$ cat config.mk
export PLATFORM = sky130hd
export DESIGN_NAME = skvdm_ctrl
export DESIGN_NICKNAME = d
export VERILOG_FILES = /design/src/skvdm_pkg.sv /design/src/skvdm_ctrl.sv
export SDC_FILE = /design/constraint.sdc
export NUM_CORES = 1
export LEC_CHECK = 0
export ABC_CLOCK_PERIOD_IN_PS = 6200
export BUFFER_PORTS_ARGS = -buffer_cell sky130_fd_sc_hd__buf_2
export CORE_MARGIN = 2
export CORE_UTILIZATION = 54
export CTS_CLUSTER_DIAMETER = 60
export DETAILED_ROUTE_END_ITERATION = 6
export MAX_ROUTING_LAYER = met4
export PLACE_DENSITY = 0.77
export SETUP_SLACK_MARGIN = 0.02
export SLEW_MARGIN = 20
export SYNTH_ARGS = -nofsm -noshare
export SYNTH_HDL_FRONTEND = slang
export SYNTH_SLANG_ARGS = --single-unit
$ cat constraint.sdc
create_clock -name clk -period 6.2 [get_ports clk]
set_input_delay 0 -clock clk [delete_from_list [all_inputs] [get_ports clk]]
set_output_delay 0 -clock clk [all_outputs]
set_load 0.1 [all_outputs]
$ cat src/skvdm_pkg.sv
// ---------------------------------------------------------------------------
// skvdm_pkg: shared types for the sorted key/value delta merge unit
// Operation and status codes, datapath command set and status bundle.
// ---------------------------------------------------------------------------
package skvdm_pkg;

	// operation codes
	localparam logic [1:0] OP_INSERT = 2'd0;
	localparam logic [1:0] OP_BUILD  = 2'd1;
	localparam logic [1:0] OP_LOOKUP = 2'd2;
	localparam logic [1:0] OP_RANGE  = 2'd3;

	// result status codes
	localparam logic [1:0] ST_OK       = 2'd0;
	localparam logic [1:0] ST_DELTA_FULL = 2'd1;
	localparam logic [1:0] ST_OVERFLOW = 2'd2;

	localparam logic [63:0] NOT_FOUND = 64'hFFFF_FFFF_FFFF_FFFF;
	localparam int          CNT_W     = 11;

	// datapath commands
	typedef enum logic [4:0] {
		C_NONE,
		C_LOAD,
		C_INS,
		C_BLD_OVF,
		C_SRCH_INIT,
		C_SRCH_RD,
		C_SRCH_STEP,
		C_LK_RD,
		C_LK_FIN,
		C_RG_INIT,
		C_RG_RD,
		C_RG_ACC,
		C_SORT_INIT,
		C_SORT_RDI,
		C_SORT_KEY,
		C_SORT_RDJ,
		C_SORT_CMP,
		C_SORT_PLACE,
		C_MRG_INIT,
		C_MRG_RD,
		C_MRG_WR,
		C_SEP_INIT,
		C_SEP_RD,
		C_SEP_WR,
		C_FIN
	} cmd_t;

	// datapath status toward the controller
	typedef struct packed {
		logic [1:0] op;
		logic       delta_empty;
		logic       overflow;
		logic       range_empty;
		logic       srch_done;
		logic       sort_done;
		logic       sort_less;
		logic       j_one;
		logic       mrg_done;
		logic       sep_done;
		logic       rg_ok;
		logic       out_free;
	} dp_stat_t;

endpackage

$ cat src/skvdm_ctrl.sv
// ---------------------------------------------------------------------------
// skvdm_ctrl: sequencer for the delta merge unit
// One-hot state machine that steps the datapath through each operation.
// ---------------------------------------------------------------------------
module skvdm_ctrl
	import skvdm_pkg::*;
(
	input  logic     clk,
	input  logic     arst_n,
	input  logic     in_valid,
	output logic     in_ready,
	input  dp_stat_t stat,
	output cmd_t     cmd
);

	typedef enum logic [16:0] {
		S_IDLE       = 17'h00001,
		S_DISPATCH   = 17'h00002,
		S_SRCH       = 17'h00004,
		S_SRCH_STEP  = 17'h00008,
		S_LK_FIN     = 17'h00010,
		S_RG_RD      = 17'h00020,
		S_RG_ACC     = 17'h00040,
		S_SORT_TEST  = 17'h00080,
		S_SORT_KEY   = 17'h00100,
		S_SORT_RDJ   = 17'h00200,
		S_SORT_CMP   = 17'h00400,
		S_SORT_PLACE = 17'h00800,
		S_MRG_RD     = 17'h01000,
		S_MRG_WR     = 17'h02000,
		S_SEP_RD     = 17'h04000,
		S_SEP_WR     = 17'h08000,
		S_FIN        = 17'h10000
	} state_t;

	state_t state_q, state_d;

	assign in_ready = (state_q == S_IDLE);

	// next state and command
	always_comb begin
		state_d = state_q;
		cmd     = C_NONE;
		case (state_q)
			S_IDLE: begin
				if (in_valid) begin
					cmd     = C_LOAD;
					state_d = S_DISPATCH;
				end
			end
			S_DISPATCH: begin
				case (stat.op)
					OP_INSERT: begin
						cmd     = C_INS;
						state_d = S_FIN;
					end
					OP_BUILD: begin
						if (stat.delta_empty) begin
							state_d = S_FIN;
						end else if (stat.overflow) begin
							cmd     = C_BLD_OVF;
							state_d = S_FIN;
						end else begin
							cmd     = C_SORT_INIT;
							state_d = S_SORT_TEST;
						end
					end
					OP_LOOKUP: begin
						cmd     = C_SRCH_INIT;
						state_d = S_SRCH;
					end
					default: begin
						if (stat.range_empty) begin
							state_d = S_FIN;
						end else begin
							cmd     = C_SRCH_INIT;
							state_d = S_SRCH;
						end
					end
				endcase
			end
			S_SRCH: begin
				if (!stat.srch_done) begin
					cmd     = C_SRCH_RD;
					state_d = S_SRCH_STEP;
				end else if (stat.op == OP_LOOKUP) begin
					cmd     = C_LK_RD;
					state_d = S_LK_FIN;
				end else begin
					cmd     = C_RG_INIT;
					state_d = S_RG_RD;
				end
			end
			S_SRCH_STEP: begin
				cmd     = C_SRCH_STEP;
				state_d = S_SRCH;
			end
			S_LK_FIN: begin
				cmd     = C_LK_FIN;
				state_d = S_FIN;
			end
			S_RG_RD: begin
				cmd     = C_RG_RD;
				state_d = S_RG_ACC;
			end
			S_RG_ACC: begin
				cmd     = C_RG_ACC;
				state_d = stat.rg_ok ? S_RG_RD : S_FIN;
			end
			S_SORT_TEST: begin
				if (stat.sort_done) begin
					cmd     = C_MRG_INIT;
					state_d = S_MRG_RD;
				end else begin
					cmd     = C_SORT_RDI;
					state_d = S_SORT_KEY;
				end
			end
			S_SORT_KEY: begin
				cmd     = C_SORT_KEY;
				state_d = S_SORT_RDJ;
			end
			S_SORT_RDJ: begin
				cmd     = C_SORT_RDJ;
				state_d = S_SORT_CMP;
			end
			S_SORT_CMP: begin
				cmd = C_SORT_CMP;
				if (!stat.sort_less)
					state_d = S_SORT_TEST;
				else if (stat.j_one)
					state_d = S_SORT_PLACE;
				else
					state_d = S_SORT_RDJ;
			end
			S_SORT_PLACE: begin
				cmd     = C_SORT_PLACE;
				state_d = S_SORT_TEST;
			end
			S_MRG_RD: begin
				if (stat.mrg_done) begin
					cmd     = C_SEP_INIT;
					state_d = S_SEP_RD;
				end else begin
					cmd     = C_MRG_RD;
					state_d = S_MRG_WR;
				end
			end
			S_MRG_WR: begin
				cmd     = C_MRG_WR;
				state_d = S_MRG_RD;
			end
			S_SEP_RD: begin
				if (stat.sep_done) begin
					state_d = S_FIN;
				end else begin
					cmd     = C_SEP_RD;
					state_d = S_SEP_WR;
				end
			end
			S_SEP_WR: begin
				cmd     = C_SEP_WR;
				state_d = S_SEP_RD;
			end
			S_FIN: begin
				if (stat.out_free) begin
					cmd     = C_FIN;
					state_d = S_IDLE;
				end
			end
			default: state_d = S_IDLE;
		endcase
	end

	// state register
	always_ff @(posedge clk or negedge arst_n) begin
		if (!arst_n)
			state_q <= S_IDLE;
		else
			state_q <= state_d;
	end

endmodule

# Word level (Yosys, flattened, before mapping)
# Cells that the tools add are included.
# W data, S select, Z words.
[word_totals] elab_cells=51 output_inout_bits=6 register_bits=17 inputBits=16
[op_classes] mux=27 n_eq_ne=21 reduce_logical=2
[ops] cell="$pmux W17 S17" count=1
[ops] cell="$mux W17" count=7
[ops] cell="$pmux W5 S17" count=1
[ops] cell="$pmux W17 S3" count=1
[ops] cell="$mux W12" count=2
[ops] cell="$eq A17 B1 Y1 const B" count=1
[ops] cell="$eq A17 B10 Y1 const B" count=1
[ops] cell="$eq A17 B11 Y1 const B" count=1
[ops] cell="$eq A17 B12 Y1 const B" count=1
[ops] cell="$eq A17 B13 Y1 const B" count=1
[ops] cell="$eq A17 B14 Y1 const B" count=1
[ops] cell="$eq A17 B15 Y1 const B" count=1
[ops] cell="$eq A17 B16 Y1 const B" count=1
[ops] cell="$eq A17 B17 Y1 const B" count=1
[ops] cell="$eq A17 B2 Y1 const B" count=1
[ops] cell="$eq A17 B3 Y1 const B" count=1
[ops] cell="$eq A17 B4 Y1 const B" count=1
[ops] cell="$eq A17 B5 Y1 const B" count=1
[ops] cell="$eq A17 B6 Y1 const B" count=1
[ops] cell="$eq A17 B7 Y1 const B" count=1
[ops] cell="$eq A17 B8 Y1 const B" count=1
[ops] cell="$eq A17 B9 Y1 const B" count=1
[ops] cell="$mux W4" count=4
[ops] cell="$mux W15" count=1
[ops] cell="11 further kinds" count=16

# Depth between registers and ports, before layout
[depth] word_depth=4 mapped_depth=6 mapped_depth_nobuf=5

# Worst setup path after synthesis
# Ideal clock, no wire load.
[synth_timing] kind="register -> output" from="reg state_q[9]" to="out cmd[3]" path_stages_with_launch=6 path_buffers=1 t_arrival_ns=3.285 slack_ns=2.915 required_ns=6.200 path_cell_list="dfrtp_1 or4_1 clkbuf_1 nor4_2 nand2_1 o2111ai_1"
[synth_between] elab_chain_cells=2 word_cells_on_any_way=18 cone_classes="17 x eq/ne; 1 x mux"
[synth_rtl] element="start: declaration" line="skvdm_ctrl.sv:36" rtl="state_t state_q, state_d;"
[synth_rtl] element="start signal: assignment" line="skvdm_ctrl.sv:180" rtl="state_q <= state_d;"
[synth_rtl] element="$eq A17 B17 Y1, or another cell as far along" line="skvdm_ctrl.sv:44" rtl="case (state_q)"
[synth_rtl] element="$pmux W5 S17 *" line="skvdm_ctrl.sv:44"
[synth_rtl] element="end: declaration" line="skvdm_ctrl.sv:13" rtl="output cmd_t cmd"
# Every way passes the cells marked *; elsewhere a longest branch is shown, timed or not.

# Worst setup path in the final report
[layout_timing] from="reg state_q[10]" to="out cmd[2]"
# The elaborated chain is that of the path after synthesis.

==> flow_summary.json <==
{
  "status": "complete, no violations",
  "cts_root_buf": "clkbuf_4",
  "antenna_cells": 0,
  "crit_type": "reg2out",
  "power_frac_clock_pct": 14.5,
  "skew_ns": 0.007262,
  "yosysTopAreaCellShare_pct": 31.81,
  "switchingPower_mw": 0.2240,
  "fin_crit_sh_pct": 49.14,
  "place_area_sq_mm": 0.001379,
  "rsz0062_at_grt": "no",
  "pwr-share-seq_pct": 30.4,
  "hpwl_um": 2462,
  "via_count": 1305,
  "tightestPinTransition_ns": 0.5875,
  "ys.flop_type": "dfrtp_1",
  "grt_pass1_vias": 1166,
  "cts_made_buffers": 3,
  "relSlewSlack_pct": 60.47,
  "io_pins": 22,
  "yosysMostFrequentCell": "dfrtp_1",
  "vdd_drop_max_mv": 0.2676,
  "power.density_mw_per_mm2": 291.6,
  "antenna_found_initial": 0,
  "finalCriticalPeriod_ns": 3.047,
  "drt_iter0_markers": 55,
  "grt_pass1_wl_um": 5402,
  "die_x_um": 52.28,
  "ant_nets": 0,
  "synthTopCellsByCount": "16 x dfrtp_1, 14 x nor2_1, 11 x nand2_1, 8 x o21ai_0",
  "hold_buffers": 10,
  "nFillCells": 182,
  "core-area_sq_mm": 0.002212,
  "hold_start": "stat[12]",
  "cp.required_ns": 6.20,
  "r2r_start": "state_q[9]",
  "max_freq_mhz": 328.2,
  "regToRegSetupSlack_ns": 3.48,
  "hold_depth": 3,
  "endpoint_kind": "output port",
  "synth_top_cell_by_area": "dfrtp_1",
  "swShare_pct": 50.90,
  "ctsLongestPathBuffers": 2,
  "drc": 0,
  "grt_max_degree": 18,
  "synth_cell_types": 42,
  "hold_path.class": "in2reg",
  "clock_latency_ns": 0.30,
  "nets": 196,
  "initial_core_util_pct": 56.90,
  "cts_resized": 0,
  "synth_edf_count": 0,
  "track_usage_pct": 27.33,
  "final_hold_viol_count": 0,
  "setup_viol": 0,
  "die-area_sq_mm": 0.002733,
  "drt_first_pass_iters": 5,
  "reg_top3": "state_q: 17 flops",
  "via_per_inst": 6.304,
  "async_flop_share_pct": 100.0,
  "ys_ff_latch": 17,
  "drt-total-wl_um": 3293,
  "syn_nets": 165,
  "p_int_mw": 0.2160,
  "largest_register_ffs": 17,
  "post_cts_buffers": 0,
  "power.share.combinational_pct": 55.1,
  "avgSynthCellArea_sq_um": 8.448,
  "reg2reg_to": "state_q[9]",
  "p_leak_nw": 0.7194,
  "largest-register": "state_q",
  "clk_pin_slew_ns": 0.10,
  "holdPathEnd": "state_q[2]",
  "max_cap_violations": 0,
  "globalplace.congestion": 1.057,
  "cts_sinks": 17,
  "htreeDepth": 1,
  "yosysWarnings": 0,
  "numPortBuffers": 21,
  "crit_path_max_fanout": 6,
  "synth_area_leaders": "dfrtp_1 32%, nor2_1 4.2%, or4_1 3.6%",
  "wl_per_cell_um": 15.91,
  "grt.overflow.total": 0,
  "r2r_cells": 5,
  "drive_gt1_share_pct": 18.99,
  "syn_area_sq_mm": 0.001259,
  "area_delta_synth_final_pct": 19.88,
  "row_count": 17,
  "die_h_um": 52.28,
  "yosysSeqAreaShare_pct": 33.90,
  "slew_viol_final": 0,
  "tns_ns": 0,
  "synthCells": 149,
  "fin_area_sq_mm": 0.001509,
  "critPathArrivalTime_ns": 3.05,
  "critPathLaunchType": "flip-flop",
  "cts_tree": "done"
}
==> logic make-up (layout without fill, tap and decap cells) <==
family                    after synthesis  after routing  synth area share [%]
xor gates and xnor gates                3              3                 2.088
AOI/OAI and AO/OA                      27             27                 13.62
buffers and inverters                   8             38                 2.484
DFF                                    17             17                 33.90
and+or+nand+nor                        94             94                 47.91
==> through the flow <==
stage / util, % / worst slack [ns] / power (mW) / instances / hold slack [ns]
finish: 68.21 / 3.153 / 0.4400 / 207 / 0.04871
global route: 68.21 / 3.055 / 0.4647 / 207 / 0.02569
CTS: 68.21 / 3.176 / 0.4379 / 207 / 0.03523
detailed placement: 62.33 / 3.527 / 0.3674 / 193 / -0.05669
global placement: 62.33 / 3.557 / 0.3644 / 193 / -0.06412
floorplan: - / 2.915 / 0.3204 / 149 / -0.2956
==> worst max-delay path: stages (launching register included) <==
cell and delay, ns:
dfrtp_1 0.42, or4_1 0.69, or4_4 0.62, nor3_1 0.31, a21oi_1 0.14, o2111ai_1 0.10
buf_2 0.46
==> layout make-up <==
type | instances | area, sq um | share of cell area [%]
Tap cell | 28 | 35.03 | 2.322
Timing Repair Buffer | 31 | 205.2 | 13.60
Clock inverter | 1 | 7.507 | 0.4975
Clock buffer | 3 | 22.52 | 1.493
Sequential cell | 17 | 426.7 | 28.28
Inverter | 3 | 11.26 | 0.7463
Multi-Input combinational cell | 124 | 800.8 | 53.07
==> metal layers <==
metal | share of wire (%) | vias up | track usage (%)
li1 | - | 620 | -
met5 | 0 | - | -
met2 | 47 | 69 | 44.58
met3 | 7.8 | 0 | 5.143
met4 | 0 | 0 | 2.564
met1 | 45 | 616 | 36.89
==> power groups by stage <==
stage	Clock [mW]	Combinational [mW]	Sequential, mW
after global placement	0	0.230	0.135
after global routing	0.0707	0.258	0.135
after CTS	0.0655	0.239	0.133
final	0.0637	0.242	0.134
after floorplan	0	0.190	0.130
after detailed placement	0	0.233	0.134
==> placed cells by master (no fill, tap or decap), types with 3 or more instances in the layout <==
cell / synthesis / final
nand4_1: 5 / 5
nor2b_1: 7 / 7
and3_1: 3 / 3
nor2_1: 14 / 14
inv_1: 3 / 3
a21oi_1: 5 / 5
or2_2: 3 / 3
nor4_1: 3 / 3
nand3b_1: 5 / 5
dlygate4sd3_1: 0 / 10
buf_2: 1 / 21
nand2_1: 11 / 11
a211oi_1: 3 / 3
or4_1: 6 / 6
clkbuf_4: 0 / 3
o2111ai_1: 3 / 3
nand3_1: 6 / 6
nor3b_1: 5 / 5
dfrtp_1: 16 / 16
o21ai_0: 8 / 8
or3_1: 3 / 3
xnor2_1: 3 / 3
nand2b_1: 7 / 7
==> how the worst max path moves through the flow <==
stage | start | slack [ns] | depth (start not counted) | to
floorplan | state_q[9] | 2.92 | 5 | cmd[3]
global placement | state_q[10] | 3.56 | 6 | cmd[1]
detailed placement | state_q[10] | 3.53 | 6 | cmd[2]
CTS | state_q[10] | 3.18 | 6 | cmd[2]
global route | state_q[9] | 3.05 | 6 | cmd[4]
finish | state_q[10] | 3.15 | 6 | cmd[2]
Note: power is estimated with default switching activity, not from simulation.
